--- config.mk ---
export PLATFORM = sky130hd
export DESIGN_NAME = imu_frame_parser_top_flat
export DESIGN_NICKNAME = d
export VERILOG_FILES = /design/src/sv/imufp_pkg.sv /design/src/sv/imufp_if.sv /design/src/sv/imu_frame_parser_top.sv /design/src/flat_wrapper.sv
export SDC_FILE = /design/constraint.sdc
export NUM_CORES = 1
export LEC_CHECK = 0
export BUFFER_PORTS_ARGS = -buffer_cell sky130_fd_sc_hd__buf_2
export CAP_MARGIN = 25
export CORE_ASPECT_RATIO = 2
export CORE_MARGIN = 3
export CORE_UTILIZATION = 51
export DETAILED_ROUTE_END_ITERATION = 7
export PLACE_DENSITY = 0.75
export SYNTH_ARGS = -nofsm -noshare
export SYNTH_HDL_FRONTEND = slang
export SYNTH_SLANG_ARGS = --single-unit
--- constraint.sdc ---
create_clock -name clk -period 5 [get_ports clk]
set_clock_uncertainty 0.15 [all_clocks]
set_input_delay 0.5 -clock clk [delete_from_list [all_inputs] [get_ports clk]]
set_output_delay 0.5 -clock clk [all_outputs]
set_load 0.05 [all_outputs]
--- src/sv/imufp_pkg.sv ---
package imufp_pkg;

    // Frame geometry: every frame is eleven bytes, and a burst is looked at
    // only up to its limit.
    localparam int unsigned FRAME_BYTES = 11;
    localparam int unsigned BURST_BYTES = 33;

    localparam int unsigned FPOS_W = 4;
    localparam int unsigned BPOS_W = 6;

    localparam logic [FPOS_W-1:0] FPOS_HEADER = FPOS_W'(0);
    localparam logic [FPOS_W-1:0] FPOS_TYPE   = FPOS_W'(1);
    localparam logic [FPOS_W-1:0] FPOS_CHECK  = FPOS_W'(FRAME_BYTES - 1);
    localparam logic [BPOS_W-1:0] BPOS_LIMIT  = BPOS_W'(BURST_BYTES);

    localparam logic [7:0] HEADER_RESET = 8'h55;

    localparam logic [7:0] TYPE_ACCEL = 8'h51;
    localparam logic [7:0] TYPE_RATE  = 8'h52;
    localparam logic [7:0] TYPE_ANGLE = 8'h53;

    typedef enum logic [1:0] {
        KIND_ACCEL = 2'd0,
        KIND_RATE  = 2'd1,
        KIND_ANGLE = 2'd2
    } kind_t;

endpackage

--- src/sv/imufp_if.sv ---
interface imufp_rx_if;
    logic       valid;
    logic       ready;
    logic [7:0] rx_byte;
    logic       burst_start;

    modport source (output valid, output rx_byte, output burst_start, input ready);
    modport sink   (input valid, input rx_byte, input burst_start, output ready);
endinterface

interface imufp_rec_if;
    logic               valid;
    logic               ready;
    logic [1:0]         record_kind;
    logic signed [15:0] value_a;
    logic signed [15:0] value_b;
    logic signed [15:0] value_c;
    logic signed [15:0] value_d;

    modport source (output valid, output record_kind, output value_a, output value_b,
                    output value_c, output value_d, input ready);
    modport sink   (input valid, input record_kind, input value_a, input value_b,
                    input value_c, input value_d, output ready);
endinterface

--- src/sv/imu_frame_parser_top.sv ---
// IMU frame parser. Each byte transaction on rx_ch carries one received serial
// byte and a flag that marks the first byte of a receive burst; a burst is cut
// into 11-byte frames from that byte, bytes past the first 33 of a burst are
// ignored, and a trailing partial frame is dropped. A frame whose first byte
// equals the header register (0x55 after reset; the user writes it through
// cfg_we and cfg_wdata only while the block is idle, unenforced) and whose byte
// 10 equals the 8-bit sum of bytes 0 to 9 produces one record transaction on
// rec_ch when its type byte is 0x51 (acceleration), 0x52 (angular rate,
// value_d forced to zero) or 0x53 (angles); all other frames vanish without
// notice. The parser takes one byte per clock cycle: each byte updates a small
// set of frame registers, and a finished record is held in an output register,
// so a record appears on rec_ch in the cycle after its checksum byte is taken.
// Bytes keep flowing while a record waits; only a byte that arrives in the
// checksum slot of the next frame, even one that starts a new burst, is held
// back while the output register is still occupied and not being drained.
module imu_frame_parser_top
(
    input  logic             clk,
    input  logic             rst_n,
    input  logic             cfg_we,
    input  logic [7:0]       cfg_wdata,
    imufp_rx_if.sink         rx_ch,
    imufp_rec_if.source      rec_ch
);

    // Configuration register.
    logic [7:0] header_reg;

    // Frame tracking state.
    logic [imufp_pkg::FPOS_W-1:0] fpos_reg, fpos_next;
    logic [imufp_pkg::BPOS_W-1:0] bpos_reg, bpos_next;
    logic [7:0]                   sum_reg, sum_next;
    logic                         match_reg, match_next;
    logic [7:0]                   type_reg, type_next;
    logic [63:0]                  payload_reg, payload_next;

    // Output register.
    logic                         out_valid_reg, out_valid_next;
    imufp_pkg::kind_t             kind_reg, kind_next;
    logic [63:0]                  words_reg, words_next;

    logic                         accept;
    logic [imufp_pkg::FPOS_W-1:0] fpos_eff;
    logic [imufp_pkg::BPOS_W-1:0] bpos_eff;
    logic                         frame_ok;
    logic                         kind_known;
    imufp_pkg::kind_t             kind_dec;
    logic                         load;

    // Only a checksum byte makes a record, so the input is held back only when
    // a checksum-slot byte, even a burst start, meets a full, stalled output.
    assign rx_ch.ready = !(out_valid_reg && !rec_ch.ready
                           && (fpos_reg == imufp_pkg::FPOS_CHECK));
    assign accept = rx_ch.valid && rx_ch.ready;

    // A burst start realigns the frame and restarts the burst count.
    assign fpos_eff = rx_ch.burst_start ? imufp_pkg::FPOS_HEADER : fpos_reg;
    assign bpos_eff = rx_ch.burst_start ? '0 : bpos_reg;

    always_comb
    begin
        case (type_reg)
            imufp_pkg::TYPE_ACCEL:
            begin
                kind_dec   = imufp_pkg::KIND_ACCEL;
                kind_known = 1'b1;
            end
            imufp_pkg::TYPE_RATE:
            begin
                kind_dec   = imufp_pkg::KIND_RATE;
                kind_known = 1'b1;
            end
            imufp_pkg::TYPE_ANGLE:
            begin
                kind_dec   = imufp_pkg::KIND_ANGLE;
                kind_known = 1'b1;
            end
            default:
            begin
                kind_dec   = imufp_pkg::KIND_ACCEL;
                kind_known = 1'b0;
            end
        endcase
    end

    assign frame_ok = match_reg && (sum_reg == rx_ch.rx_byte) && kind_known;

    always_comb
    begin
        fpos_next    = fpos_reg;
        bpos_next    = bpos_reg;
        sum_next     = sum_reg;
        match_next   = match_reg;
        type_next    = type_reg;
        payload_next = payload_reg;
        load         = 1'b0;

        // Bytes past the burst limit leave every frame tracking register untouched.
        if (accept && (bpos_eff < imufp_pkg::BPOS_LIMIT))
        begin
            bpos_next = bpos_eff + 1'b1;
            if (fpos_eff == imufp_pkg::FPOS_HEADER)
            begin
                sum_next   = rx_ch.rx_byte;
                match_next = (rx_ch.rx_byte == header_reg);
                fpos_next  = imufp_pkg::FPOS_TYPE;
            end
            else if (fpos_eff == imufp_pkg::FPOS_TYPE)
            begin
                type_next = rx_ch.rx_byte;
                sum_next  = sum_reg + rx_ch.rx_byte;
                fpos_next = fpos_eff + 1'b1;
            end
            else if (fpos_eff != imufp_pkg::FPOS_CHECK)
            begin
                // Payload bytes shift in from the top, so byte 2 ends lowest.
                payload_next = {rx_ch.rx_byte, payload_reg[63:8]};
                sum_next     = sum_reg + rx_ch.rx_byte;
                fpos_next    = fpos_eff + 1'b1;
            end
            else
            begin
                fpos_next = imufp_pkg::FPOS_HEADER;
                load      = frame_ok;
            end
        end
    end

    always_comb
    begin
        out_valid_next = out_valid_reg;
        kind_next      = kind_reg;
        words_next     = words_reg;
        if (load)
        begin
            out_valid_next = 1'b1;
            kind_next      = kind_dec;
            words_next     = payload_reg;
            if (kind_dec == imufp_pkg::KIND_RATE)
            begin
                words_next[63:48] = 16'h0000;
            end
        end
        else if (rec_ch.ready)
        begin
            out_valid_next = 1'b0;
        end
    end

    always_ff @(posedge clk or negedge rst_n)
    begin
        if (!rst_n)
        begin
            header_reg    <= imufp_pkg::HEADER_RESET;
            fpos_reg      <= imufp_pkg::FPOS_HEADER;
            bpos_reg      <= '0;
            match_reg     <= 1'b0;
            out_valid_reg <= 1'b0;
        end
        else
        begin
            if (cfg_we)
            begin
                header_reg <= cfg_wdata;
            end
            fpos_reg      <= fpos_next;
            bpos_reg      <= bpos_next;
            match_reg     <= match_next;
            out_valid_reg <= out_valid_next;
        end
    end

    always_ff @(posedge clk)
    begin
        sum_reg     <= sum_next;
        type_reg    <= type_next;
        payload_reg <= payload_next;
        kind_reg    <= kind_next;
        words_reg   <= words_next;
    end

    assign rec_ch.valid       = out_valid_reg;
    assign rec_ch.record_kind = kind_reg;
    assign rec_ch.value_a     = words_reg[15:0];
    assign rec_ch.value_b     = words_reg[31:16];
    assign rec_ch.value_c     = words_reg[47:32];
    assign rec_ch.value_d     = words_reg[63:48];

    // The frame position never runs past the checksum byte.
    a_fpos_range: assert property (@(posedge clk) disable iff (!rst_n)
        fpos_reg <= imufp_pkg::FPOS_CHECK)
        else $error("frame position out of range");

    // The burst count stops at the burst limit.
    a_bpos_range: assert property (@(posedge clk) disable iff (!rst_n)
        bpos_reg <= imufp_pkg::BPOS_LIMIT)
        else $error("burst position out of range");

    // A new record only follows a checksum byte being taken.
    a_load_source: assert property (@(posedge clk) disable iff (!rst_n)
        load |-> (accept && (fpos_eff == imufp_pkg::FPOS_CHECK)))
        else $error("record loaded outside a checksum byte");

    // A pending record is never overwritten before it is taken.
    a_no_overwrite: assert property (@(posedge clk) disable iff (!rst_n)
        (out_valid_reg && !rec_ch.ready) |=> ($stable(words_reg) && $stable(kind_reg)))
        else $error("pending record overwritten");

    // Angular rate records carry a zero fourth word.
    a_rate_zero: assert property (@(posedge clk) disable iff (!rst_n)
        (out_valid_reg && (kind_reg == imufp_pkg::KIND_RATE)) |-> (words_reg[63:48] == 16'h0000))
        else $error("rate record with nonzero fourth word");

endmodule
--- src/flat_wrapper.sv ---
// flat-port wrapper written by rule: the top's interface ports become plain ports
module imu_frame_parser_top_flat 
  (clk, rst_n, cfg_we, cfg_wdata, rx_ch_valid, rx_ch_rx_byte, rx_ch_burst_start, rx_ch_ready, rec_ch_valid, rec_ch_record_kind, rec_ch_value_a, rec_ch_value_b, rec_ch_value_c, rec_ch_value_d, rec_ch_ready);
  imufp_rx_if rx_ch_i ();
  imufp_rec_if rec_ch_i ();
  input  logic clk;
  input  logic rst_n;
  input  logic cfg_we;
  input  logic [7:0] cfg_wdata;
  input wire logic [$bits(rx_ch_i.valid)-1:0] rx_ch_valid;
  input wire logic [$bits(rx_ch_i.rx_byte)-1:0] rx_ch_rx_byte;
  input wire logic [$bits(rx_ch_i.burst_start)-1:0] rx_ch_burst_start;
  output wire logic [$bits(rx_ch_i.ready)-1:0] rx_ch_ready;
  output wire logic [$bits(rec_ch_i.valid)-1:0] rec_ch_valid;
  output wire logic [$bits(rec_ch_i.record_kind)-1:0] rec_ch_record_kind;
  output wire logic [$bits(rec_ch_i.value_a)-1:0] rec_ch_value_a;
  output wire logic [$bits(rec_ch_i.value_b)-1:0] rec_ch_value_b;
  output wire logic [$bits(rec_ch_i.value_c)-1:0] rec_ch_value_c;
  output wire logic [$bits(rec_ch_i.value_d)-1:0] rec_ch_value_d;
  input wire logic [$bits(rec_ch_i.ready)-1:0] rec_ch_ready;
  assign rx_ch_i.valid = rx_ch_valid;
  assign rx_ch_i.rx_byte = rx_ch_rx_byte;
  assign rx_ch_i.burst_start = rx_ch_burst_start;
  assign rx_ch_ready = rx_ch_i.ready;
  assign rec_ch_valid = rec_ch_i.valid;
  assign rec_ch_record_kind = rec_ch_i.record_kind;
  assign rec_ch_value_a = rec_ch_i.value_a;
  assign rec_ch_value_b = rec_ch_i.value_b;
  assign rec_ch_value_c = rec_ch_i.value_c;
  assign rec_ch_value_d = rec_ch_i.value_d;
  assign rec_ch_i.ready = rec_ch_ready;
  imu_frame_parser_top u_core (.clk(clk), .rst_n(rst_n), .cfg_we(cfg_we), .cfg_wdata(cfg_wdata), .rx_ch(rx_ch_i), .rec_ch(rec_ch_i));
endmodule
Word level (Yosys, flattened, before mapping)
Cells that the tools add are included.

word-level totals
  register bits = 166
  input bits = 22
  output and inout port bits = 68

operators by class
  $add $sub $neg = 3
  $lt $le $gt $ge = 1
  equal/unequal tests = 9
  muxes and demuxes = 16
  bitwise gates (word level) = 2
  reduce and logical (&&, ||, !) cells = 16

operators with widths
  kind                                                  count
  equality test 8 x 7 -> 1 bit (second input constant)  3
  two-way mux 8 bit                                     3
  equality test 8 bit                                   2
  two-way mux 4 bit                                     4
  adder 8 bit                                           1
  two-way mux 1 bit                                     7
  adder 6 x 1 -> 6 bit (second input constant)          1
  logical AND 1 bit                                     6
  less-than comparator 6 bit (second input constant)    1
  two-way mux 6 bit                                     1
  adder 4 x 1 -> 4 bit (second input constant)          1
  equality test 4 x 1 -> 1 bit (second input constant)  1
  equality test 4 bit (second input constant)           1
  logical NOT 4 bit                                     1
  != test 4 bit (second input constant)                 1
  one-hot mux 2 bit (2 select lines)                    1
  AND reduction 2 bit                                   2
  AND reduction 4 bit                                   1
  AND reduction 3 bit                                   1
  nonzero test 3 bit                                    1
  OR reduction 3 bit                                    1
  equality test 2 x 1 -> 1 bit (second input constant)  1
  logical NOT 1 bit                                     2
  NOT 1 bit                                             2
  nonzero test 2 bit                                    1

Logic depth before layout (Yosys ltp)
Gate-level depths: netlist of the first run.

  word-level depth = 9
  depth in mapped cells = 9

Worst setup path after synthesis of the first run
OpenSTA, ideal clock, no wires.

  path type = input to register
  from = in rx_ch_burst_start
  to = reg u_core.kind_reg[0], in the netlist u_core.rec_ch.record_kind[0] (enable)
  arrival time = 5,128 ps
  required time = 4,321 ps
  slack = -807 ps
  cell stages on the path = 7
  cells stage by stage = buf_2 nand2b_1 ha_1 nor4b_2 o21ai_2 nand2b_4 nor4_2

between the ends
  cells in the longest elaborated chain, start to end = 6

RTL lines
  element                line                         source
  start, declared        flat_wrapper.sv:12           input wire logic [$bits(rx_ch_i.burst_start)-1:0] rx_ch_burst_start;
  two-way mux 4 bit      imu_frame_parser_top.sv:57   assign fpos_eff = rx_ch.burst_start ? imufp_pkg::FPOS_HEADER : fpos_reg;
  != test 4 bit          imu_frame_parser_top.sv:114  else if (fpos_eff != imufp_pkg::FPOS_CHECK)
  two-way mux 1 bit      imu_frame_parser_top.sv:114
  two-way mux 1 bit      imu_frame_parser_top.sv:108  else if (fpos_eff == imufp_pkg::FPOS_TYPE)
  two-way mux 1 bit      imu_frame_parser_top.sv:102  if (fpos_eff == imufp_pkg::FPOS_HEADER)
  two-way mux 1 bit *    imu_frame_parser_top.sv:99   if (accept && (bpos_eff < imufp_pkg::BPOS_LIMIT))
  named net u_core.load  imu_frame_parser_top.sv:48   logic load;
  end signal, assigned   imu_frame_parser_top.sv:178  kind_reg <= kind_next;
  end, declared          imu_frame_parser_top.sv:39   imufp_pkg::kind_t kind_reg, kind_next;

The timed path passes the listed nets; every way through them passes the cells marked *.
A chain may end at the register's enable or synchronous reset.

Final worst setup path of the first run
  from = reg u_core.bpos_reg[0] (netlist name)
  to = reg u_core.words_reg[56] (enable)

between the ends
  cells in the longest elaborated chain, start to end = 4

RTL lines
  element                     line                         source
  start, declared             imu_frame_parser_top.sv:31   logic [imufp_pkg::BPOS_W-1:0] bpos_reg, bpos_next;
  start signal, assigned      imu_frame_parser_top.sv:167  bpos_reg <= bpos_next;
  two-way mux 6 bit           imu_frame_parser_top.sv:58   assign bpos_eff = rx_ch.burst_start ? '0 : bpos_reg;
  less-than comparator 6 bit  imu_frame_parser_top.sv:99
  logical AND 1 bit           imu_frame_parser_top.sv:99
  two-way mux 1 bit           imu_frame_parser_top.sv:99
  named net u_core.load       imu_frame_parser_top.sv:48
  end signal, assigned        imu_frame_parser_top.sv:179  words_reg <= words_next;
  end, declared               imu_frame_parser_top.sv:40   logic [63:0] words_reg, words_next;

The timed path passes the listed nets, and every way through them passes these cells.

==> summary.txt, run 1 <==
Clock network
  – H-tree depth: 4
  – Worst-path clk slew: 0.07 ns
  – Worst-Skew Late Latency: 0.41 ns
  – CTS buffer count: 17
  – Clk sinks: 166
  – Post-CTS setup buffer count: 0
  – CTS Buffer Depth: 2
  – CTS tree: yes
  – Root buffer cell: clkbuf_16

STA
  – Relative slew slack: 0.449
  – Worst Max-Slew Pin Slew: 0.827 ns
  – Final setup viols: 0
  – Max-slew violation count: 0
  – RSZ-0062 raised after global routing: no
  – Fin crit share: 0.584
  – Setup tns final: 0 ns
  – Fin crit period: 2.92 ns
  – Worst hold slack: 0.159 ns
  – Final Hold Viols: 0
  – Achievable Freq: 343 MHz
  – Setup WS post-layout: 2.08 ns

Global routing
  – Initial antenna violation count: 0
  – Remaining Overflow, GRT: 0
  – Total GRT Usage: 0.165
  – Largest net degree at the start of global routing: 68
  – First-pass GRT wire length: 17200 um
  – Vias in the first global route: 3506

Final layout
  – Final non-filler cell total: 614
  – Antenna Cells: 0
  – Share of cells above drive strength 1: 0.307
  – Final net count: 492
  – Area grow syn2layout: 19.8%
  – Final core occ: 0.627

Logic synthesis
  – Avg Synthesized Cell Area: 17.5 um^2
  – Post-synthesis register bit count: 166
  – Post-synth EDFFs: 146
  – Distinct cells, synth: 53
  – Most frequent cell after synthesis: edfxtp_1
  – Syn nets: 387
  – Cell area after synthesis: 6160 um^2
  – Main flop type after synthesis: edfxtp_1
  – Sequential-to-total area share from yosys stat: 0.794
  – Post-synth top area share: 0.712
  – Synth top area cells: edfxtp_1 (71%), dfrtp_1 (6.5%), ha_1 (2.6%), and2_1 (1.7%), dfstp_2 (1.7%)
  – Asr flop ratio synth: 0.120
  – Yosys warns: 0
  – Syn Inst Count: 351
  – Area leader, netlist: edfxtp_1
  – Top cells by count, synth: edfxtp_1 (146), and2_1 (17), nand2_1 (17)

Die
  – Die Span X: 83.7 um
  – Boundary Pins: 90
  – Placeable Area: 11800 um^2
  – Die area: 13500 um^2
  – Row cnt: 56
  – Initial Util: 0.523
  – Die Y: 161 um

Power and ir drop
  – Pwr dens: 407 nW/um^2
  – Peak VDD IR: 277 uV
  – Leak pwr: 2.77 nW

Routing
  – Drt drc: 0
  – Starting DRT DRC Count: 217
  – WL/cell: 17.7 um
  – Drt first pass iters: 4
  – Detail Route Antenna Nets: 0
  – Wirelength, routed: 10900 um
  – Vias per inst: 5.37
  – Via count: 3295

Worst hold path
  – HP Class: input pin to register

Setup path
  – Kind of critical path: register to register
  – CP arrival: 2.81 ns
  – Startpoint Class: register
  – Worst-path fanout max: 67
  – Crit end category: register
  – Worst EP required: 4.89 ns

Placement
  – GPL Wtd Cong: 0.878
  – Placement Setup Slack: 1.77 ns
  – Port Buffers: 89
  – Dpl hpwl: 7550 um
  – Placed insts: 580

Outcome
  – Status: complete, no violations

Flow run
  – Max Cap Viol: 0
[through the flow]
step           total power, mW  area [um^2]
3_5_place_dp              1.79         6780
5_1_grt                   3.12         7380
3_3_place_gp              1.78         6780
2_1_floorplan             1.73         6170
6_report                  3.01         7380
4_1_cts                   3.03         7370
[cells by family after synthesis]
logic type,count (synthesis),synth area share
multiplexers,9,0.0171
AND/OR/NAND/NOR,84,0.0778
XOR/XNOR,12,0.0171
AO/OA/AOI/OAI,48,0.0518
buffers and inverters,18,0.0128
adder cells (fa/ha/maj),14,0.0297
flip-flops,166,0.794
[cells in the final DEF (no fill, tap or decap), types with 9 or more instances in the layout]
| cell type | instances |
|---|---|
| buf_2 | 90 |
| nor2_1 | 12 |
| clkbuf_16 | 17 |
| xnor2_1 | 9 |
| o21ai_0 | 14 |
| edfxtp_1 | 146 |
| ha_1 | 13 |
| a21oi_1 | 9 |
| inv_1 | 11 |
| dfrtp_1 | 16 |
| nand2_1 | 17 |
| and2_1 | 17 |
[final cells by class]
| class | instances | area (um^2) |
|---|---|---|
| flip-flops and latches | 166 | 4890 |
| fillers | 879 | 4390 |
| multi-input cells | 167 | 1210 |
| repair buffers | 93 | 475 |
| clock buffers | 18 | 429 |
| well taps | 145 | 181 |
| clock inverters | 14 | 153 |
| inverters | 11 | 41.3 |
[worst paths after layout]
| path | from | end | slack (ns) | cells past startpoint |
|---|---|---|---|---|
| hold / removal | cfg_wdata[6] | u_core.header_reg[6]$_DFFE_PN1P_ | 0.16 | 2 |
| setup reg to reg | u_core.bpos_reg[0]$_DFFE_PN0P_ | u_core.words_reg[56]$_SDFFCE_PN0P_ | 2.08 | 8 |
| setup / recovery | u_core.bpos_reg[0]$_DFFE_PN0P_ | u_core.words_reg[56]$_SDFFCE_PN0P_ | 2.08 | 8 |
| hold reg to reg | u_core.payload_reg[3]$_DFFE_PP_ | u_core.words_reg[3]$_DFFE_PP_ | 0.28 | 0 |
| max in group asynchronous | rst_n | u_core.header_reg[4]$_DFFE_PN1P_ | 3.93 | 2 |
| min in group asynchronous | rst_n | u_core.header_reg[3]$_DFFE_PN0P_ | 0.42 | 2 |
[what timing repair did]
action,in CTS,in global routing
gates resized for setup,0,0
hold buffers,1,0
setup endpoints to repair,0,0
endpoints found under the hold margin,16,0
[critical path, stage by stage (launching register included)]
cell,delay [ns]
dfrtp_1,0.38
nor2b_1,0.17
inv_1,0.07
ha_1,0.13
nor4b_2,0.22
o21ai_2,0.11
nand2b_4,0.27
nor4_4,0.30
buf_4,0.69
[report_power, final]
| group | leakage, nW | internal (mW) | switching [mW] |
|---|---|---|---|
| Sequential | 1.58 | 1.56 | 0.0280 |
| Clock | 0.286 | 0.670 | 0.570 |
| Combinational | 0.910 | 0.0698 | 0.105 |
[routing by layer]
metal  share of wire  up-vias  GRT usage
li1                -     1547          -
met1            0.36     1609      0.169
met2            0.57      119      0.313
met3           0.050       20     0.0429
met4           0.023        0     0.0644
met5               0        -          0
Note: power is estimated with default switching activity, not from simulation.
==> run 2: changes to the inputs <==
==> constraint.sdc (replaced) <==
create_clock -name clk -period 2.6 [get_ports clk]
set_clock_uncertainty 0.15 [all_clocks]
set_input_delay 0.26 -clock clk [delete_from_list [all_inputs] [get_ports clk]]
set_output_delay 0.26 -clock clk [all_outputs]
set_load 0.05 [all_outputs]
==> summary.txt, run 2 (synthesis results as in run 1) <==
Outcome
  – Status: complete, no violations

Die
  – Die area: 13500 um^2 (unchanged)
  – Die Span X: 83.7 um (unchanged)
  – Placeable Area: 11800 um^2 (unchanged)
  – Die Y: 161 um (unchanged)
  – Initial Util: 0.523 (unchanged)
  – Boundary Pins: 90 (unchanged)
  – Row cnt: 56 (unchanged)

Global routing
  – Total GRT Usage: 0.174 (+0.00877)
  – First-pass GRT wire length: 18100 um (+5.1%)
  – Most Crowded Layer GR: met2
  – Vias in the first global route: 3632 (+3.6%)
  – Grt met3 use: 0.0490 (+0.00613)
  – Largest net degree at the start of global routing: 68 (unchanged)
  – Initial antenna violation count: 0 (unchanged)
  – Remaining Overflow, GRT: 0 (unchanged)
  – Met1 usage: 0.182 (+0.0133)
  – Met2 Resource Use GR: 0.315 (+0.00254)

Final layout
  – Commonest non-fill, non-tap cells in the layout: edfxtp_1 (146), buf_2 (89), clkbuf_16 (18)
  – Design area: 7680 um^2 (+4.1%)
  – Fill count: 859 (-2.3%)
  – Antenna Cells: 0 (unchanged)
  – Final net count: 516 (+4.9%)
  – Most common cell after layout, fill and taps aside: edfxtp_1
  – Share of cells above drive strength 1: 0.325 (+0.0175)
  – Area grow syn2layout: 24.7%
  – Final non-filler cell total: 638 (+3.9%)

Power and ir drop
  – Peak VDD IR: 571 uV (+110%)
  – Pwr dens: 765 nW/um^2 (+88%)
  – Leak pwr: 2.89 nW (+4.1%)

Setup path
  – R2r setup slk: 0.23 ns (-1.85 ns)
  – Startpoint Class: input pin
  – R2r worst-path depth: 9 (+1)
  – Critical path depth: 8 (unchanged)
  – Cell family with most CP delay: buffers and inverters
  – CP Cell Sequence: dlygate4sd3_1, buf_2, ha_1, nor4b_1, nand2_1, nor4_4, buf_4, buf_12
  – Crit-path max cell delay: 0.52 ns (-0.17 ns)
  – Slowest CP cell: dlygate4sd3_1
  – Worst-path fanout max: 33 (-51%)
  – Crit end category: register
  – Kind of critical path: input pin to register
  – CP arrival: 2.48 ns (-0.33 ns)
  – Crit path buffers/inverters: 4 (+2)
  – Worst EP required: 2.56 ns (-2.33 ns)

STA
  – Fin crit period: 2.52 ns
  – Achievable Freq: 397 MHz
  – Final Hold Viols: 0 (unchanged)
  – Fin crit share: 0.969
  – Relative slew slack: 0.661 (+0.212)
  – Max-slew violation count: 0 (unchanged)
  – Worst Max-Slew Pin Slew: 0.507 ns (-0.320 ns)
  – Final setup viols: 0 (unchanged)

Clock network
  – H-tree depth: 4 (unchanged)
  – Worst-path clk slew: 0.07 ns (about the same)
  – CTS Buffer Depth: 2 (unchanged)
  – CTS tree: yes
  – CTS buffer count: 17 (unchanged)
  – Worst-Skew Late Latency: 0.41 ns (about the same)
  – Root buffer cell: clkbuf_16
  – Clk sinks: 166 (unchanged)

Placement
  – GPL Wtd Cong: 0.856 (-2.5%)
  – Port Buffers: 89 (unchanged)
  – Placed insts: 586 (+1.0%)
  – Placed inst area: 6880 um^2 (+1.4%)
  – Dpl hpwl: 7510 um (-0.41%)

Routing
  – Drt first pass iters: 5 (+1)
  – Drt drc: 0 (unchanged)
  – WL/cell: 17.7 um (-0.16%)
  – Detail Route Antenna Nets: 0 (unchanged)
  – Wirelength, routed: 11300 um (+3.7%)
  – Starting DRT DRC Count: 175 (-19%)
  – Via count: 3374 (+2.4%)
  – Vias per inst: 5.29 (-1.5%)

Worst hold path
  – HP Class: input pin to register
  – Hold path depth: 4 (+2)

Flow run
  – Max Cap Viol: 0 (unchanged)
-- run 2: cell count changes in the layout (fill, tap and decap cells not counted), moves of 2 or more --
| cell | change |
|---|---|
| inv_6 | +2 |
| clkinv_4 | -3 |
| buf_12 | +2 |
| clkinvlp_4 | +3 |
| dlygate4sd3_1 | +16 |
| clkinv_8 | -2 |
| buf_4 | +6 |
-- run 2: cell type report --
cell class	count	area, um^2	share of cell area
flip-flops and latches	166	4890	0.637
clock inverters	14	153	0.0199
multi-input cells	167	1240	0.162
repair buffers	117	741	0.0964
inverters	11	41.3	0.00538
well taps	145	181	0.0236
clock buffers	18	429	0.0559
-- run 2: timing repair --
action,in CTS,in global routing
endpoints found under the hold margin,43,0
hold buffers,17,0
setup endpoints to repair,0,74
resized for setup,0,7
setup buffers,0,2
-- run 2: path summary, 6_finish.rpt --
kind                                                     to                       startpoint
max                           u_core.words_reg[4]$_DFFE_PP_                 rx_ch_rx_byte[4]
min                          u_core.fpos_reg[0]$_DFFE_PN0P_                      rx_ch_valid
max reg2reg                   u_core.words_reg[4]$_DFFE_PP_   u_core.bpos_reg[0]$_DFFE_PN0P_
min reg2reg                   u_core.words_reg[6]$_DFFE_PP_  u_core.payload_reg[6]$_DFFE_PP_
max in group asynchronous  u_core.header_reg[4]$_DFFE_PN1P_                            rst_n
min in group asynchronous  u_core.header_reg[1]$_DFFE_PN0P_                            rst_n
-- run 2: worst reg2reg max path, delay by kind of cell (launching register included) --
| kind | cells | cell delay, ns |
|---|---|---|
| simple gates | 4 | 0.79 |
| buf+inv | 3 | 0.48 |
| flops | 1 | 0.37 |
| fa+ha+maj | 1 | 0.14 |
| compound gates | 1 | 0.12 |
-- run 2: routing by layer --
metal / part of all wire / up-vias
met3: 0.047 / 22
met4: 0.028 / 0
met2: 0.56 / 111
met1: 0.37 / 1644
li1: - / 1597
met5: 0 / -
-- run 2: per-stage QoR --
step | hold slack [ns] | setup slack [ns] | TNS, ns | power (mW) | util
2_1_floorplan | -0.186 | -1.28 | -103.49 | 3.34 | -
3_3_place_gp | 0.0784 | 0.185 | 0 | 3.44 | 0.584
3_5_place_dp | 0.0857 | 0.0940 | 0 | 3.46 | 0.584
4_1_cts | 0.0200 | 0.0551 | 0 | 5.93 | 0.648
5_1_grt | 0.0581 | -0.0366 | -1.82 | 6.11 | 0.652
6_report | 0.0418 | 0.0799 | 0 | 5.87 | 0.652
-- run 2: where the power goes --
| part | internal (mW) | switching, mW |
|---|---|---|
| clock network | 1.36 | 1.07 |
| registers | 3.01 | 0.0547 |
| logic | 0.165 | 0.210 |
==> run 3: changes to the inputs <==
--- a/config.mk
+++ b/config.mk
@@ -5,6 +5,7 @@
 export SDC_FILE = /design/constraint.sdc
 export NUM_CORES = 1
 export LEC_CHECK = 0
+export ABC_AREA = 1
 export BUFFER_PORTS_ARGS = -buffer_cell sky130_fd_sc_hd__buf_2
 export CAP_MARGIN = 25
 export CORE_ASPECT_RATIO = 2
==> summary.txt, run 3 <==
Outcome
  – Status: complete, no violations

Placement
  – Placed insts: 696 (+19%)
  – Placed inst area: 7110 um^2 (+3.5%)
  – Dpl hpwl: 7980 um (+6.2%)
  – Port Buffers: 89 (unchanged)
  – Placement Setup Slack: 0.191 ns (+0.0969 ns)
  – GPL Wtd Cong: 0.801 (-6.4%)

STA
  – Worst Max-Slew Pin Slew: 0.482 ns (-0.0247 ns)
  – Final Hold Viols: 0 (unchanged)
  – Final setup viols: 0 (unchanged)
  – Setup tns final: 0 ns (unchanged)
  – Max-slew violation count: 0 (unchanged)
  – Achievable Freq: 415 MHz (+4.7%)
  – Fin crit share: 0.926 (-0.0433)
  – RSZ-0062 raised after global routing: no
  – Setup WS post-layout: 0.192 ns (+0.113 ns)
  – Fin crit period: 2.41 ns (-0.113 ns)
  – Relative slew slack: 0.678 (+0.0173)

Global routing
  – Total GRT Usage: 0.169 (-0.00465)
  – Met1 usage: 0.181 (-0.00143)
  – Met2 Resource Use GR: 0.310 (-0.00525)
  – Most Crowded Layer GR: met2
  – Vias in the first global route: 3782 (+4.1%)
  – Remaining Overflow, GRT: 0 (unchanged)
  – Initial antenna violation count: 0 (unchanged)
  – Largest net degree at the start of global routing: 65 (-4.4%)
  – Grt met3 use: 0.0427 (-0.00633)
  – First-pass GRT wire length: 18200 um (+0.38%)

Setup path
  – Crit-path max cell delay: 0.53 ns (about the same)
  – CP arrival: 2.37 ns (-0.11 ns)
  – Kind of critical path: input pin to register
  – Most used cell, CP: nor2_1
  – Slowest CP cell: dlygate4sd3_1
  – CP Cell Sequence: dlygate4sd3_1, buf_2, ha_1, nor2_1, nand3b_1, nor2_1, nand2_1, nor2_1, nand2_4, clkinvlp_4, buf_12
  – Worst-path fanout max: 26 (-21%)
  – Startpoint Class: input pin
  – Crit end category: register
  – R2r worst-path depth: 13 (+4)
  – Worst EP required: 2.57 ns (about the same)

Die
  – Row cnt: 57 (+1.8%)
  – Die area: 13900 um^2 (+3.0%)
  – Placeable Area: 12200 um^2 (+3.6%)
  – Die Y: 164 um (+1.5%)
  – Boundary Pins: 90 (unchanged)
  – Initial Util: 0.521 (-0.00199)
  – Die Span X: 84.9 um (+1.5%)

Logic synthesis
  – Yosys warns: 0 (unchanged)
  – Avg Synthesized Cell Area: 14.0 um^2 (-20%)
  – Most frequent cell after synthesis: edfxtp_1
  – Top cells by count, synth: edfxtp_1 (146), nand2_1 (87), inv_1 (58)
  – Distinct cells, synth: 33 (-38%)
  – Syn nets: 489 (+26%)
  – Sequential-to-total area share from yosys stat: 0.769 (-0.0247)
  – Post-synth top area share: 0.690 (-0.0221)
  – Area leader, netlist: edfxtp_1
  – Synth top area cells: edfxtp_1 (69%), dfrtp_1 (6.3%), nand2_1 (5.1%), inv_1 (3.4%), nor2_1 (2.8%)
  – Post-synth EDFFs: 146 (unchanged)
  – Asr flop ratio synth: 0.120 (unchanged)
  – Syn Inst Count: 453 (+29%)
  – Cell area after synthesis: 6360 um^2 (+3.2%)
  – Main flop type after synthesis: edfxtp_1
  – Post-synthesis register bit count: 166 (unchanged)

Clock network
  – Worst-path clk slew: 0.07 ns (about the same)
  – Post-CTS setup buffer count: 0 (unchanged)
  – Post_cts resized: 0 (unchanged)
  – Clk sinks: 166 (unchanged)
  – Worst-Skew Late Latency: 0.42 ns (about the same)
  – CTS Buffer Depth: 2 (unchanged)
  – CTS buffer count: 17 (unchanged)
  – Root buffer cell: clkbuf_16
  – CTS tree: yes
  – H-tree depth: 4 (unchanged)

Final layout
  – Commonest non-fill, non-tap cells in the layout: edfxtp_1 (146), buf_2 (89), nand2_1 (82)
  – Final net count: 622 (+21%)
  – Final core occ: 0.646 (-0.00628)
  – Antenna Cells: 0 (unchanged)
  – Fill count: 893 (+4.0%)
  – Most common cell after layout, fill and taps aside: edfxtp_1
  – Final non-filler cell total: 746 (+17%)
  – Design area: 7880 um^2 (+2.6%)
  – Area grow syn2layout: 24.0%
  – Share of cells above drive strength 1: 0.285 (-0.0391)

Power and ir drop
  – Sw Share: 0.237 (+0.00948)
  – Peak VDD IR: 571 uV (about the same)
  – Leak pwr: 3.23 nW (+12%)
  – Internal power: 4.44 mW (-2.0%)
  – Comb power frac: 0.066 (+0.002)
  – Pwr dens: 739 nW/um^2 (-3.3%)
  – Sequential share of power: 0.524 (+0.003)
  – Clock Power Share: 0.410 (-0.005)
  – Net Sw Power: 1.38 mW (+3.3%)

Routing
  – Drt first pass iters: 4 (-1)
  – Wirelength, routed: 11100 um (-1.9%)
  – Starting DRT DRC Count: 248 (+42%)
  – Drt drc: 0 (unchanged)
  – Vias per inst: 4.92 (-6.9%)
  – WL/cell: 14.8 um (-16%)
  – Via count: 3673 (+8.9%)
  – Detail Route Antenna Nets: 0 (unchanged)

Worst hold path
  – HP Class: input pin to register
  – Hold path depth: 3 (-1)

Flow run
  – Max Cap Viol: 0 (unchanged)
-- run 3: routing by layer --
layer / up-vias / part of all wire
met5: - / 0
met4: 0 / 0.018
met3: 16 / 0.044
met2: 100 / 0.57
met1: 1740 / 0.37
li1: 1817 / -
-- run 3: cells by family (layout without fill, tap and decap cells) --
logic type | Yosys count | count (layout) | synth area share
compound gates | 26 | 26 | 0.0211
xor+xnor | 8 | 8 | 0.0110
fa+ha+maj | 14 | 14 | 0.0287
buf+inv | 65 | 211 | 0.0441
flops | 166 | 166 | 0.769
mux | 4 | 4 | 0.00708
simple gates | 170 | 170 | 0.119
-- run 3: power groups by stage --
stage / registers, mW / logic (mW) / clock network, mW
floorplan: 3.10 / 0.261 / 0
global placement: 3.11 / 0.353 / 0
detailed placement: 3.11 / 0.365 / 0
CTS: 3.05 / 0.388 / 2.46
global route: 3.06 / 0.440 / 2.57
finish: 3.05 / 0.383 / 2.39
-- run 3: path summary, 6_finish.rpt --
check	end	start	slack, ns
max	u_core.words_reg[30]$_DFFE_PP_	rx_ch_rx_byte[2]	0.19
min	u_core.header_reg[2]$_DFFE_PN1P_	cfg_we	0.02
max reg2reg	u_core.words_reg[30]$_DFFE_PP_	u_core.fpos_reg[0]$_DFFE_PN0P_	0.29
min reg2reg	u_core.words_reg[4]$_DFFE_PP_	u_core.payload_reg[4]$_DFFE_PP_	0.26
max in group asynchronous	u_core.rec_ch.valid$_DFFE_PN0P_	rst_n	1.76
min in group asynchronous	u_core.header_reg[7]$_DFFE_PN0P_	rst_n	0.18
-- run 3: layout make-up --
type / count / area [um^2] / area share
timing repair buffer: 120 / 748 / 0.0950
multi-input combinational: 222 / 1240 / 0.157
clock inverter: 15 / 161 / 0.0205
inverter: 59 / 230 / 0.0292
sequential: 166 / 4890 / 0.621
tap: 147 / 184 / 0.0233
clock buffer: 17 / 425 / 0.0540
-- run 3: worst max-delay path, delay by kind of cell --
| kind | cells | cell delay, ns |
|---|---|---|
| AND/OR/NAND/NOR | 6 | 0.65 |
| adder cells (fa/ha/maj) | 1 | 0.34 |
| buffers and inverters | 4 | 1.11 |
-- run 3: repair_timing --
action	4_1_cts	5_1_grt
hold buffers	18	0
setup endpoints to repair	0	0
hold endpoints to repair	45	0
-- run 3: through the flow --
step           power, mW  hold WS, ns
2_1_floorplan       3.36       -0.186
3_3_place_gp        3.46       0.0935
3_5_place_dp        3.48        0.103
4_1_cts             5.90      0.00497
5_1_grt             6.07       0.0695
6_report            5.82       0.0207
